## src/design/alps_ram.sv

```systemverilog
// generic single write port, single read port ram with registered read
// no dependencies

module alps_ram #(
  parameter int WIDTH = 8,
  parameter int DEPTH = 16
) (
  input  logic                     clk,
  input  logic                     we,
  input  logic [$clog2(DEPTH)-1:0] waddr,
  input  logic [WIDTH-1:0]         wdata,
  input  logic [$clog2(DEPTH)-1:0] raddr,
  output logic [WIDTH-1:0]         rdata
);

  logic [WIDTH-1:0] mem [DEPTH];

  always_ff @(posedge clk) begin
    if (we) begin
      mem[waddr] <= wdata;
    end
    rdata <= mem[raddr];
  end

endmodule

```

## config.mk

```make
export PLATFORM = sky130hd
export DESIGN_NAME = alps_ram
export DESIGN_NICKNAME = d
export VERILOG_FILES = /design/src/design/alps_ram.sv
export SDC_FILE = /design/constraint.sdc
export NUM_CORES = 1
export LEC_CHECK = 0
export BUFFER_PORTS_ARGS = -buffer_cell sky130_fd_sc_hd__clkbuf_2
export CORE_UTILIZATION = 39
export CTS_CLUSTER_SIZE = 12
export DETAILED_ROUTE_END_ITERATION = 10
export GPL_ROUTABILITY_DRIVEN = 0
export REMOVE_ABC_BUFFERS = 1
export SLEW_MARGIN = 30
export SYNTH_ARGS = -nofsm -noshare
export SYNTH_HDL_FRONTEND = slang
export SYNTH_SLANG_ARGS = --single-unit
```

## constraint.sdc

```tcl
create_clock -name clk -period 4.35 [get_ports clk]
set_clock_uncertainty 0.1 [all_clocks]
set_input_delay 0.435 -clock clk [delete_from_list [all_inputs] [get_ports clk]]
set_output_delay 0.435 -clock clk [all_outputs]
set_load 0.05 [all_outputs]
```

==> results of run 1 <==
[cells in the final DEF, fill, tap and decap left out, drive strengths merged, types with 3 or more instances in the layout]
cell / synthesis / routed
nor2: 13 / 13
nor3: 4 / 4
dfxtp: 8 / 8
bufinv: 0 / 7
buf: 7 / 3
clkinvlp: 0 / 3
clkbuf: 0 / 44
mux4: 32 / 32
nand2: 9 / 9
edfxtp: 128 / 128
clkinv: 0 / 3
a22oi: 16 / 16
[report_power, final]
part | switching, mW | leakage (nW) | internal (mW) | total, mW
combinational | 0.104 | 0.492 | 0.0532 | 0.157
sequential | 0.00702 | 1.22 | 1.47 | 1.47
clock | 0.514 | 0.335 | 1.16 | 1.67
total | 0.626 | 2.05 | 2.68 | 3.30
[registers in the layout, indices dropped and copies added (netlist names)]
signal  count
mem       128
rdata       8
[metrics by stage]
| stage | util | power (mW) | instance area, µm² | setup slack (ps) |
|---|---|---|---|---|
| after floorplan | - | 1.588 | 5061 | 2322 |
| after global placement | 0.4267 | 1.656 | 5429 | 1808 |
| after detailed placement | 0.4273 | 1.659 | 5436 | 2049 |
| after CTS | 0.4824 | 3.328 | 6137 | 2461 |
| after global routing | 0.4830 | 3.395 | 6145 | 2386 |
| final | 0.4830 | 3.304 | 6145 | 2501 |
[final cells by class]
| class | count | area share |
|---|---|---|
| Clock inverter | 13 | 0.04032 |
| Sequential cell | 136 | 0.6516 |
| Multi-Input combinational cell | 83 | 0.1749 |
| Timing Repair Buffer | 28 | 0.02443 |
| Clock buffer | 19 | 0.07371 |
| Tap cell | 172 | 0.03502 |
[critical path, cell delays in order]
cell and delay, ps:
clkbuf_2 100, or3b_2 540, nor2_1 700
[per-layer routing]
metal / part of all wire / global-route usage
met5: 0 / 0
met4: 0.012 / 0.06329
met3: 0.050 / 0.04686
met2: 0.47 / 0.2387
met1: 0.47 / 0.2245
[cell families (layout without fill, tap and decap cells)]
family                 count (synthesis)  count (layout)  share of synthesized area
DFF                                  136             136                     0.7778
and+or+nand+nor                       35              35                    0.03184
muxes                                 32              32                     0.1502
AOI/OAI and AO/OA                     16              16                    0.02334
buffers and inverters                 10              60                    0.01677
[worst paths after layout]
kind	endpoint	cells after the start
min reg2reg	rdata[0]$_DFF_P_	3
min	mem[4][5]$_DFFE_PP_	1
max reg2reg	rdata[3]$_DFF_P_	3
max	mem[3][4]$_DFFE_PP_	3
==> impl_results.md, run 1 <==
- Status: complete, no violations
- Top cells by area, synth: edfxtp_1 75%, mux4_2 7.9%, mux4_1 7.1%, dfxtp_1 3.1%, a22oi_1 2.3%
- Congestion Overflow GR: 0
- Setup crit start: waddr[2]
- Clock-pin slew on the worst setup and hold paths: 50 ps
- Ys flop type: edfxtp_1
- # resized after CTS: 0
- Drt wl/cell: 21.40 µm
- Multi-input logic area: about 1100 µm²
- Hold_ws: 349.2 ps
- Final Non-Filler Cells: 451
- Total negative setup slack: 0 ps
- WP data required: between 4000 and 5000 ps
- Final slew viol count: 0
- Vias in the first global route: 2430
- Placed insts: 419
- Crit path DAT: 1780 ps
- Fin. Hold Viols: 0
- Synth Area per Inst: 22.48 µm²
- Critical path startpoint category: primary input
- Leakage: 2.051 nW
- Layout Area Growth over Synthesis: 19.37%
- Initial Util: 0.4046
- Minimum clock period: 1849 ps
- FILL cells: 1092
- Post-route ant nets: 0
- Number of synthesized flops with an enable pin: 128
- Library cells used by synthesis: 19
- DRC: 0
- Most frequent cell after synthesis: edfxtp_1
- Worst slew pin tran: 968.5 ps
- Die span in y: 116.9 µm
- Core ar.: 12720 µm²
- Layout cells sized above 1: 0.3011
- 1st-iter DRT viols: 186
- Final period utilization: 0.4250
- Final wirelength: 9653 µm
- F_max: 541.0 MHz
- CTS tree: built
- Worst Hold Class: primary input to flip-flop
- First-pass GRT wire length: 14800 µm
- Maximum vdd drop: 239.8 µV
- Synth warn: 0
- Hold_sp: wdata[5]
- Clock root buffer: clkbuf_16
- Post-DP HPWL: 5895 µm
- Drt first pass iters: 4
- Reg2reg start: mem[0][3]$_DFFE_PP_
- Setup Fix Bufs, Post-CTS: 0
- CP Class: primary input to flip-flop
- Max clock buf depth: 2
- Cell count after synthesis: 229
- Die X: between 100 and 150 µm
- #FFs+latches synth: 136
- Clock sinks: 136
- TritonCTS buffer count: 17
- Ports: 26
- Area leader, netlist: edfxtp_1
- Synth Cell Area: 5147 µm²
- Nets@finish: ~280
- Top cells by count, synth: 128 x edfxtp_1, 18 x mux4_2, 16 x a22oi_1
- Post-synthesis sequential area ratio: 0.7778
- Largest net degree at the start of global routing: 33
- Initial antenna violation count: 0
- Asr flop ratio synth: 0
- Final setup viols: 0
- Crit path capture type: flip-flop
- Port-buffer cells: 25
- Full die area: 13660 µm²
- Vias/cell: 5.188
- Vias: 2340
- CP Max Fanout: 8
- Unrepaired setup endpoints after global routing: no
- H-tree depth: 4
- Total GRT Usage: 0.1605
- R2r setup slk: 2860 ps
- Register area: between 4000 and 5000 µm²
- Diodes inserted: 0
- PwrDens: ~540 nW/µm²
- Max-cap violations: 0
- Rel. slew slack: 0.3519
- # hold bufs at CTS: 0
- Site Rows: a little over 40
- Clk_lat worst skew: 410 ps
- Synth top area share: 0.7467
No activity file was read; power rests on OpenSTA's default activity.
==> run 2: changes to the inputs <==
- clock period: 4.35 -> 1.7 ns (I/O delays scaled with it)
==> run 2 against run 1 <==
Largest cell class unchanged. Critical path depth stayed put. Cell count is 4.0% higher. Sequential power grew to 2.6 times the previous value. Worst hold slack worse by 270 ps. Combinational power grew to 2.7 times the previous value. Die area stayed put. Clock power is 93% higher. Flip-flop and latch count stayed put. Setup slack worse by 2300 ps. Via count is 2.2% higher. Core utilization is 0.079 points lower. Critical path type is now flip-flop to flip-flop. Register-to-register slack worse by 2700 ps.
==> impl_results.md, run 2 (synthesized netlist as in run 1, its figures left out) <==
- CP Max Fanout: 1 (was 8)
- Largest Register: mem (unchanged)
- Max clock buf depth: 2 (unchanged)
- Minimum clock period: ~1500 ps
- Hold_ws: 83.80 ps (was 349.2 ps)
- PwrDens: 1211 nW/µm² (was 537.7 nW/µm²)
- Ports: 26 (unchanged)
- # resized after CTS: 0 (unchanged)
- Most frequent cells in the layout: 128 x edfxtp_1, 25 x clkbuf_2, 19 x buf_4 (was 128 x edfxtp_1, 24 x clkbuf_2, 18 x mux4_2)
- H-tree depth: 4 (unchanged)
- Port-buffer cells: 25 (unchanged)
- Unrepaired setup endpoints after global routing: no (unchanged)
- Initial antenna violation count: 0 (unchanged)
- Rel. slew slack: 0.4309 (was 0.3519)
- Diodes inserted: 0 (unchanged)
- Crit path capture type: flip-flop (unchanged)
- Multi-input logic area: 1057 µm² (was 1075 µm²)
- Critical path startpoint category: flip-flop (was primary input)
- Clock sinks: 136 (unchanged)
- Biggest regs: mem: 128 flops, rdata: 8 flops (unchanged)
- Final slew viol count: 0 (unchanged)
- First-pass GRT wire length: 14810 µm (was 14800 µm)
- Post-route ant nets: 0 (unchanged)
- Clock-pin slew on the worst setup and hold paths: 60 ps (was 50 ps)
- Setup ws final: 181.1 ps (was 2501 ps)
- Worst Hold Class: primary input to flip-flop (unchanged)
- CP max stage cell: mux4_1 (was nor2_1)
- # hold bufs at CTS: 0 (unchanged)
- Congestion Overflow GR: 0 (unchanged)
- Site Rows: 41 (unchanged)
- Final wirelength: 9609 µm (was 9653 µm)
- Full die area: 13660 µm² (unchanged)
- Largest net degree at the start of global routing: 33 (unchanged)
- Final setup viols: 0 (unchanged)
- Fin. Hold Viols: 0 (unchanged)
- Hold_sp: wdata[1] (was wdata[5])
- WP data required: 1900 ps (was 4280 ps)
- FILL cells: 1120 (was 1092)
- Pre-CTS setup slack: -25.40 ps (was 2049 ps)
- M1 GR Usage: 0.2288 (was 0.2245)
- Worst slew pin tran: 850.5 ps (was 968.5 ps)
- R2R depth: 3 (unchanged)
- Die X: 116.9 µm (unchanged)
- Worst-path cell chain: mux4_1, a22oi_1, nand2_1 (was clkbuf_2, or3b_2, nor2_1)
- Setup crit start: mem[1][3]$_DFFE_PP_ (was waddr[2])
- Nets@finish: 303 (was 284)
- Register area: 4004 µm² (unchanged)
- Die span in y: 116.9 µm (unchanged)
- Leakage: 2.089 nW (was 2.051 nW)
- Setup Fix Bufs, Post-CTS: 0 (unchanged)
- Layout cells sized above 1: 0.3030 (was 0.3011)
- Met3 usage: 0.04480 (was 0.04686)
- 1st-iter DRT viols: 182 (was 186)
- CP Class: flip-flop to flip-flop (was primary input to flip-flop)
- Vias: 2392 (was 2340)
- Number of flip-flops under the largest register name: 128 (unchanged)
- TritonCTS buffer count: 17 (unchanged)
- Post-DP HPWL: 6001 µm (was 5895 µm)
- Most Crowded Layer GR: met2 (unchanged)
- Vias in the first global route: 2470 (was 2430)
- Worst hold path cell count: 1 (unchanged)
- Largest stage delay on the critical path: 520 ps (was 700 ps)
- Drt wl/cell: 20.49 µm (was 21.40 µm)
- F_max: 658.4 MHz
- R2r setup slk: 180 ps (was 2860 ps)
- Status: complete, no violations (unchanged)
- Core ar.: 12720 µm² (unchanged)
- Max-cap violations: 0 (unchanged)
- Clk_lat worst skew: 410 ps (about the same)
- DRC: 0 (unchanged)
- Reg2reg start: mem[1][3]$_DFFE_PP_ (was mem[0][3]$_DFFE_PP_)
- Vias/cell: 5.100 (was 5.188)
- Final core occ: 0.4822 (was 0.4830)
- Drt first pass iters: 5 (was 4)
- Clock root buffer: clkbuf_16 (unchanged)
- Total GRT Usage: 0.1624 (was 0.1605)
- Layout Area Growth over Synthesis: 19.18% (was 19.37%)
- M2 GR Usage: 0.2316 (was 0.2387)
- Final period utilization: 0.8935
- Crit path DAT: 1720 ps (was 1780 ps)
- Most common cell after layout, fill and taps aside: edfxtp_1 (unchanged)
- Tot Pwr: 7.429 mW (was 3.304 mW)
- Initial Util: 0.4046 (unchanged)
- CTS tree: built (unchanged)
- Maximum vdd drop: 794.8 µV (was 239.8 µV)
[run 2: worst paths after layout]
| path | endpoint |
|---|---|
| worst min-delay path | mem[0][1]$_DFFE_PP_ |
| worst min register to register | rdata[6]$_DFF_P_ |
| worst max-delay path | rdata[3]$_DFF_P_ |
| worst max register to register | rdata[3]$_DFF_P_ |
[run 2: worst max-delay path: cells and delay by family (launching register included)]
| family | cells | cell delay (ps) |
|---|---|---|
| AO/OA/AOI/OAI | 1 | 330 |
| multiplexers | 1 | 520 |
| AND/OR/NAND/NOR | 1 | 90 |
| flip-flops | 1 | 370 |
[run 2: power breakdown]
part	switching (mW)	internal, mW
Combinational	0.271	0.158
Sequential	0.0206	3.75
Clock	1.19	2.03
[run 2: layer usage]
metal	wire length, µm	vias up
met1	4453	1231
met2	4454	67
li1	-	1083
met4	149	0
met3	551	11
met5	0	-
[run 2: per-stage QoR]
stage	area, µm²	std cells	setup TNS (ps)
floorplan	5061	219	-503.0
global placement	5604	438	-63.20
detailed placement	5604	438	-41.07
CTS	6135	469	0
global route	6135	469	0
finish	6135	469	0
[run 2: cell type report]
| class | instances | share of cell area |
|---|---|---|
| multi-input cells | 83 | 0.1723 |
| repair buffers | 47 | 0.05344 |
| clock buffers | 27 | 0.08362 |
| flip-flops and latches | 136 | 0.6527 |
| well taps | 172 | 0.03508 |
| clock inverters | 4 | 0.002855 |
