==> src/design/alps_pkg.sv <==
// shared types and constants for the arc length to parameter lookup
// no dependencies

package alps_pkg;

  localparam int LEN_W   = 31;
  localparam int PARAM_W = 17;
  localparam int PATCH_W = 8;
  localparam int TOL_W   = 16;
  localparam int QUOT_W  = 17;
  localparam int PROD_W  = LEN_W + PARAM_W;

  localparam logic [PARAM_W-1:0] ONE_Q16 = 17'h10000;

  localparam logic [1:0] OP_CLEAR  = 2'd0;
  localparam logic [1:0] OP_APPEND = 2'd1;
  localparam logic [1:0] OP_QUERY  = 2'd2;

  typedef enum logic [1:0] {
    ST_OK    = 2'd0,
    ST_RANGE = 2'd1,
    ST_EMPTY = 2'd2,
    ST_FULL  = 2'd3
  } status_t;

  typedef struct packed {
    logic [LEN_W-1:0]   length;
    logic [PARAM_W-1:0] param;
    logic [PATCH_W-1:0] patch;
  } entry_t;

endpackage

==> src/design/alps_div.sv <==
// restoring divider, one quotient bit per cycle
// uses alps_pkg; caller guarantees quotient fits in QUOT_W bits

module alps_div (
  input  logic                       clk,
  input  logic                       rst,
  input  logic                       start,
  input  logic [alps_pkg::PROD_W-1:0] dividend,
  input  logic [alps_pkg::LEN_W-1:0]  divisor,
  output logic                       done,
  output logic [alps_pkg::QUOT_W-1:0] quotient
);
  import alps_pkg::*;

  localparam int CNT_W = $clog2(QUOT_W);

  logic [LEN_W-1:0]  rem;
  logic [QUOT_W-1:0] shreg;
  logic [CNT_W-1:0]  cnt;
  logic              running;

  logic [LEN_W:0]   trial;
  logic [LEN_W:0]   diff;
  logic             fits;
  logic [LEN_W-1:0] rem_next;

  // shift the next dividend bit in, subtract when it fits
  always_comb begin
    trial    = {rem, shreg[QUOT_W-1]};
    diff     = trial - {1'b0, divisor};
    fits     = trial >= {1'b0, divisor};
    rem_next = fits ? diff[LEN_W-1:0] : trial[LEN_W-1:0];
  end

  always_ff @(posedge clk) begin
    if (rst) begin
      running <= 1'b0;
      done    <= 1'b0;
      cnt     <= '0;
    end else begin
      done <= 1'b0;
      if (start) begin
        // upper part is already below the divisor
        rem     <= dividend[PROD_W-1:QUOT_W];
        shreg   <= dividend[QUOT_W-1:0];
        cnt     <= '0;
        running <= 1'b1;
      end else if (running) begin
        rem   <= rem_next;
        shreg <= {shreg[QUOT_W-2:0], fits};
        cnt   <= cnt + 1'b1;
        if (cnt == CNT_W'(QUOT_W - 1)) begin
          running <= 1'b0;
          done    <= 1'b1;
        end
      end
    end
  end

  assign quotient = shreg;

endmodule

==> config.mk <==
export PLATFORM = sky130hd
export DESIGN_NAME = alps_div
export DESIGN_NICKNAME = d
export VERILOG_FILES = /design/src/design/alps_pkg.sv /design/src/design/alps_div.sv
export SDC_FILE = /design/constraint.sdc
export NUM_CORES = 1
export LEC_CHECK = 0
export ABC_AREA = 0
export BUFFER_PORTS_ARGS = -buffer_cell sky130_fd_sc_hd__buf_2
export CAP_MARGIN = 20
export CORE_UTILIZATION = 50
export CTS_CLUSTER_DIAMETER = 50
export DETAILED_ROUTE_END_ITERATION = 8
export HOLD_SLACK_MARGIN = 0.1
export PLACE_DENSITY = 0.88
export RECOVER_POWER = 100
export SYNTH_ARGS = -nofsm -noshare
export SYNTH_HDL_FRONTEND = slang
export SYNTH_SLANG_ARGS = --single-unit
==> constraint.sdc <==
create_clock -name clk -period 3.5 [get_ports clk]
set_input_delay 0.525 -clock clk [delete_from_list [all_inputs] [get_ports clk]]
set_output_delay 0.525 -clock clk [all_outputs]
set_load 0.01 [all_outputs]
==> results of run 1 <==
-- Yosys cell counts, drive strengths merged --
cell / number / area, µm²
nor3: 6 / 30.0
o31ai: 2 / 15.0
edfxtp: 48 / 1440
o2111ai: 1 / 15.0
nor4bb: 1 / 10.0
clkbuf: 7 / 26.3
or2: 1 / 6.26
nand2: 45 / 169
inv: 43 / 161
xnor2: 13 / 114
o211ai: 8 / 73.8
a21boi: 3 / 22.5
a41oi: 2 / 17.5
o21ai: 32 / 160
ha: 33 / 413
nand2b: 3 / 18.8
or3: 2 / 12.5
buf: 10 / 58.8
nor2: 26 / 100
and3: 9 / 56.3
a211oi: 5 / 37.5
a21oi: 38 / 209
xor2: 15 / 131
o22ai: 1 / 6.26
o21a: 7 / 52.6
and2b: 1 / 7.51
a221o: 3 / 30.0
dfxtp: 7 / 140
nor2b: 4 / 25.0
a2111oi: 1 / 27.5
nand4: 8 / 50.1
mux2i: 1 / 10.0
nor4b: 1 / 8.76
nand3: 6 / 30.0
a221oi: 2 / 23.8
a211o: 1 / 8.76
o21bai: 3 / 33.8
fa: 1 / 20.0
a21o: 13 / 97.6
nor4: 2 / 12.5
mux2: 32 / 360
a31oi: 5 / 52.6
a32oi: 1 / 8.76
o31a: 2 / 17.5
and2: 3 / 18.8
-- path summary, 6_finish.rpt --
path                                from                   to  depth (start not counted)
setup reg to reg  quotient[16]$_DFFE_PP_    rem[24]$_DFFE_PP_                         13
hold / removal                       rst   running$_SDFF_PP0_                          2
hold reg to reg      cnt[4]$_SDFFE_PP0P_  cnt[4]$_SDFFE_PP0P_                          2
setup / recovery  quotient[16]$_DFFE_PP_    rem[24]$_DFFE_PP_                         13
-- registers in the layout, summed over array words and instances (netlist names) --
register,flops
cnt,5
done,1
quotient,17
rem,31
running,1
-- final cells by class --
type,instances,area (µm²)
clock buffers,6,72.6
clock inverters,2,17.5
well taps,105,131
multi-input cells,344,2530
flip-flops and latches,55,1580
fillers,701,3220
inverters,43,161
repair buffers,116,583
-- metal layers --
layer	vias up	GRT usage [%]	share of wire [%]
met5	-	0	0
met4	0	8.33	1.1
met3	11	3.51	6.1
met2	122	40.7	50
met1	1769	29.3	43
li1	1890	-	-
-- kinds of logic (layout without fill, tap and decap cells) --
| family | count (synthesis) | in the layout |
|---|---|---|
| DFF | 55 | 55 |
| xor gates and xnor gates | 28 | 28 |
| buffers and inverters | 60 | 167 |
| and+or+nand+nor | 118 | 118 |
| muxes | 33 | 33 |
| adders and majority gates | 34 | 34 |
| AOI/OAI and AO/OA | 130 | 131 |
-- stage by stage --
stage / hold slack, ps / TNS, ps / power [mW]
finish: 407 / 0 / 1.96
global route: 411 / 0 / 2.07
CTS: 431 / 0 / 1.96
detailed placement: 517 / -72.3 / 1.58
global placement: 489 / 0 / 1.55
floorplan: 471 / 0 / 1.39
-- layout by cell type (no fill, tap or decap), types with 5 or more instances in the layout --
cell      netlist  routed
inv_1          42      42
buf_2           5      80
nand2_1        45      45
nand3_1         6       6
mux2_2         30      28
nor2_1         25      25
xnor2_1        13      13
clkbuf_8        0       5
o211ai_1        7       7
ha_1           33      33
dfxtp_1         7       7
nand4_1         8       8
a21o_1         13      13
and3_1          9       9
a21oi_1        35      35
nor3_1          6       6
buf_4           0      12
xor2_1         15      15
o21a_1          7       7
o21ai_0        24      29
a211oi_1        5       5
clkbuf_1        7      23
edfxtp_1       48      48
-- power groups by stage --
| stage | Sequential [mW] | Clock (mW) | Combinational, mW |
|---|---|---|---|
| finish | 0.824 | 0.378 | 0.753 |
| global route | 0.830 | 0.402 | 0.838 |
| CTS | 0.822 | 0.385 | 0.749 |
| detailed placement | 0.837 | 0 | 0.744 |
| global placement | 0.833 | 0 | 0.721 |
| floorplan | 0.833 | 0 | 0.552 |
-- what timing repair did --
item / 4_1_cts / 5_1_grt
endpoints found under the hold margin: 0 / 0
setup endpoints to repair: 0 / 29
setup buffers: 0 / 1
gates resized for setup: 0 / 1
-- critical path, stage by stage, from the launching register on --
cell	delay, ps
edfxtp_1	440
inv_1	90
ha_1	170
fa_1	210
and2b_1	210
o2111ai_2	230
a31oi_4	140
o211ai_4	220
o211ai_1	130
buf_4	170
a21oi_4	490
clkbuf_1	280
o211ai_1	150
o21a_1	120
==> run summary, run 1 <==
post-DP HPWL = 7870 µm
row count = 33
DIE HEIGHT = 95.2 µm
drt total wl = 10400 µm
Finished Layout Cells = 671
vias per cell = 5.65
unrepaired setup endpoints after global routing = no
Setup Skew = 9.02 ps
io pins = 100
Req. time, crit path = 3590 ps
largest net degree at the start of global routing = 41
GRT Resource Usage Total = 23.4%
Initial Utilization = 52.3%
Worst Path Arrival = 3360 ps
Setup CP Type = flip-flop to flip-flop
residual DRC count = 0
global-route wire length before repair = 16700 µm
worst-case clock buffer depth = 2
# hold bufs at CTS = 0
outcome = finished clean
switching share of power = 34.8%
dpl cells = 661
die area = 9060 µm²
post-synth cell types = 58
gr ovfl total = 0
htree depth = 2
worst setup margin = 227 ps
Int Pwr = 1.27 mW
CTS tree = done
multiplexer share of the synthesized area = 8.53%
sequential share of power = 42.1%
post-synthesis area per instance = 9.48 µm²
Slew @ Worst Pin = 1390 ps
Ant. Diodes = 0
cts bufs inserted = 5
Hold Path Class = primary input to flip-flop
Compound-Gate Fraction of Synth Area = 21.0%
combinational share of power = 38.5%
final core occ = 61.2%
Setup Viol. Count Final = 0
vias in the first global route = 3671
share of cells above drive strength 1 = 25.1%
routed len/inst = 15.6 µm
PortBufs = 99
Switch Pwr = 0.681 mW
initial antenna violation count = 0
Max FO, Critical Path = 20
Pleak = 2.22 nW
DRT iter0 DRCs = 189
Seq cells post-synth = 55
main combinational cell family by area after synthesis = compound AO/OA/AOI/OAI gates
nets = 681
post-route minimum period = 3270 ps
Place WS = -39.6 ps
area delta synth->final = 16.9%
routability cong. = 0.911
post-route ant nets = 0
final hold vios = 0
Worst setup EP type = flip-flop
period utilisation layout = 93.5%
Slew headroom = 7.02%
register-to-register setup slack = 230 ps
Pre-antenna DRT Iters = 4
Synthesized Nets = 574
Pwr Density = 385 nW/µm²
peak supply drop = 195 µV
post-synthesis adder-cell area fraction = 9.97%
Synth Area in XOR/XNOR = 5.65%
Clk pwr share = 19.3%
clk_lat worst skew = 320 ps
synthesized area = 4340 µm²
Final Instance Area = 5080 µm²
f_max = 0.306 GHz
dpl cell area = 5010 µm²
Mapped Cells = 458
core box area = 8300 µm²
post-synthesis sequential area ratio = 36.4%
simple-gate share of the synthesized area = 12.8%
fin. max-slew vios = 0
vias = 3792
CP Launch Type = flip-flop
Die Wd = 95.2 µm
# Max-Cap Violations = 0
clock-pin slew on the worst setup and hold paths = 110 ps
Synth Warn # = 0
Root Buffer = clkbuf_8
Clock Sink Count = 55
Note: power is estimated with default switching activity, not from simulation.
==> inputs of run 2 (changes only) <==
- CORE_MARGIN: default -> 1.5
- SLEW_MARGIN: default -> 20
==> run 2 against run 1 <==
Against the previous run: setup slack better by 31 ps; critical path depth is 1 lower; global-route usage is 0.74 points lower; sequential power hardly changed; utilization is 0.38 points higher; non-clock buffer count is 3 higher; sequential cell count stayed put; maximum frequency is 0.95% higher; critical path type unchanged; critical endpoint is now rem[25]$_DFFE_PP_; largest power group unchanged.
==> run summary, run 2 (same netlist as run 1, synthesis figures left out) <==
Req. time, crit path = 3580 ps (about the same)
sequential share of power = 41.8% (-0.3 points)
commonest non-fill, non-tap cells in the layout = buf_2, edfxtp_1, nand2_1
Clock Sink Count = 55 (unchanged)
residual DRC count = 0 (unchanged)
Initial Utilization = 52.3% (unchanged)
clk_lat worst skew = 320 ps (about the same)
Max FO, Critical Path = 13 (-35%)
Pre-antenna DRT Iters = 4 (unchanged)
# hold bufs at CTS = 0 (unchanged)
combinational share of power = 38.8% (+0.3 points)
post-route ant nets = 0 (unchanged)
area delta synth->final = 17.7%
unrepaired setup endpoints after global routing = no
Pwr Density = 386 nW/µm² (+0.11%)
gr ovfl total = 0 (unchanged)
post-route minimum period = 3240 ps (-30.7 ps)
Switch Pwr = 0.687 mW (+0.94%)
Slew headroom = 21.9% (+15 points)
Setup Viol. Count Final = 0 (unchanged)
DRT iter0 DRCs = 188 (-0.53%)
cts bufs inserted = 5 (unchanged)
PortBufs = 99 (unchanged)
CTS tree = done
initial antenna violation count = 0 (unchanged)
# Max-Cap Violations = 0 (unchanged)
Setup CP Type = flip-flop to flip-flop
Worst setup EP type = flip-flop
die area = 9250 µm² (+2.1%)
vias in the first global route = 3644 (-0.74%)
dpl cells = 664 (+0.45%)
share of cells above drive strength 1 = 26.5% (+1.4 points)
largest net degree at the start of global routing = 42 (+2.4%)
commonest non-fill, non-tap cell in the layout = buf_2
switching share of power = 34.9% (+0.073 points)
peak supply drop = 209 µV (+7.3%)
htree depth = 2 (unchanged)
Largest Register = rem
vias per cell = 5.54 (-2.0%)
GRT Resource Usage Total = 22.6% (-0.74 points)
vias = 3738 (-1.4%)
io pins = 100 (unchanged)
worst-case clock buffer depth = 2 (unchanged)
routed len/inst = 15.5 µm (-0.72%)
row count = 33 (unchanged)
Int Pwr = 1.28 mW (+0.61%)
global-route wire length before repair = 16200 µm (-2.7%)
Setup Skew = 10.4 ps (+1.43 ps)
f_max = 0.308 GHz (+0.95%)
DIE HEIGHT = 96.2 µm (+1.1%)
final hold vios = 0 (unchanged)
nets = 685 (+0.59%)
outcome = finished clean
max reg flops = 31 (unchanged)
Ant. Diodes = 0 (unchanged)
Root Buffer = clkbuf_8
Slew @ Worst Pin = 1170 ps (-223 ps)
CP Launch Type = flip-flop
Die Wd = 96.2 µm (+1.1%)
clock-pin slew on the worst setup and hold paths = 110 ps (about the same)
fill cell count = 757 (+8.0%)
Worst Path Arrival = 3320 ps (-40 ps)
setup_tns = 0 ps (unchanged)
Hold Path Class = primary input to flip-flop
drt total wl = 10400 µm (-0.12%)
post-DP HPWL = 7880 µm (about the same)
Multi-input gate area = 2530 µm² (about the same)
core box area = 8300 µm² (unchanged)
Clk pwr share = 19.4% (about the same)
period utilisation layout = 92.6% (-0.88 points)
sequential standard cell area = 1580 µm² (unchanged)
Pleak = 2.24 nW (+1.2%)
Finished Layout Cells = 675 (+0.60%)
routability cong. = 0.914 (+0.27%)
fin. max-slew vios = 0 (unchanged)
==> run 2: changes by cell type in the layout (fill, tap and decap cells not counted), sizes merged <==
| cell | delta |
|---|---|
| a21oi | +1 |
| inv | +2 |
| clkbuf | -2 |
| buf | +4 |
| clkinv | -1 |
==> run 2: worst paths after layout <==
path	start	to	slack, ps	cells after the start
setup / recovery	quotient[16]$_DFFE_PP_	rem[25]$_DFFE_PP_	260	12
hold / removal	rst	running$_SDFF_PP0_	420	2
setup reg to reg	quotient[16]$_DFFE_PP_	rem[25]$_DFFE_PP_	260	12
hold reg to reg	cnt[4]$_SDFFE_PP0P_	cnt[4]$_SDFFE_PP0P_	560	2
==> run 2: area by class of cell <==
class / instances / area share (%)
Clock buffer: 5 / 1.35
Clock inverter: 3 / 0.441
Inverter: 43 / 3.16
Multi-Input combinational cell: 345 / 49.5
Sequential cell: 55 / 31.0
Tap cell: 105 / 2.57
Timing Repair Buffer: 119 / 12.0
==> run 2: repair_timing <==
item | CTS | global route
resized for setup | 0 | 1
endpoints found under the hold margin | 0 | 0
buffers inserted | 0 | 1
setup endpoints to repair | 0 | 31
==> run 2: worst max-delay path, stage by stage, from the launching register on <==
cell and delay, ps:
edfxtp_1 380, inv_1 50, ha_1 200, fa_1 410
and2b_1 250, o2111ai_2 160, a31oi_4 250, o211ai_4 90
o211ai_1 270, a21oi_2 230, buf_4 260, and3_1 180
a221o_1 260
==> run 2: power groups by stage <==
| stage | Clock [mW] | Combinational, mW | Sequential (mW) |
|---|---|---|---|
| 3_5_place_dp | 0 | 0.752 | 0.836 |
| 6_report | 0.382 | 0.765 | 0.823 |
| 3_3_place_gp | 0 | 0.728 | 0.832 |
| 4_1_cts | 0.392 | 0.758 | 0.821 |
| 5_1_grt | 0.414 | 0.852 | 0.829 |
| 2_1_floorplan | 0 | 0.552 | 0.833 |
==> run 2: metrics by stage <==
stage / hold slack, ps / setup slack [ps] / utilization, % / area (µm²) / power [mW]
floorplan: 471 / 521 / - / 4340 / 1.39
global placement: 487 / 36.1 / 60.7 / 5030 / 1.56
detailed placement: 545 / -75.2 / 60.7 / 5030 / 1.59
CTS: 435 / 16.8 / 61.8 / 5120 / 1.97
global route: 401 / 19.5 / 61.6 / 5110 / 2.10
finish: 418 / 258 / 61.6 / 5110 / 1.97
==> run 2: per-layer routing <==
layer | wire length [µm] | vias to the layer above | global-route usage (%)
met5 | 0 | - | 0
met4 | 200 | 0 | 7.48
met3 | 496 | 15 | 3.16
met2 | 5300 | 99 | 39.9
met1 | 4440 | 1741 | 28.3
li1 | - | 1883 | -
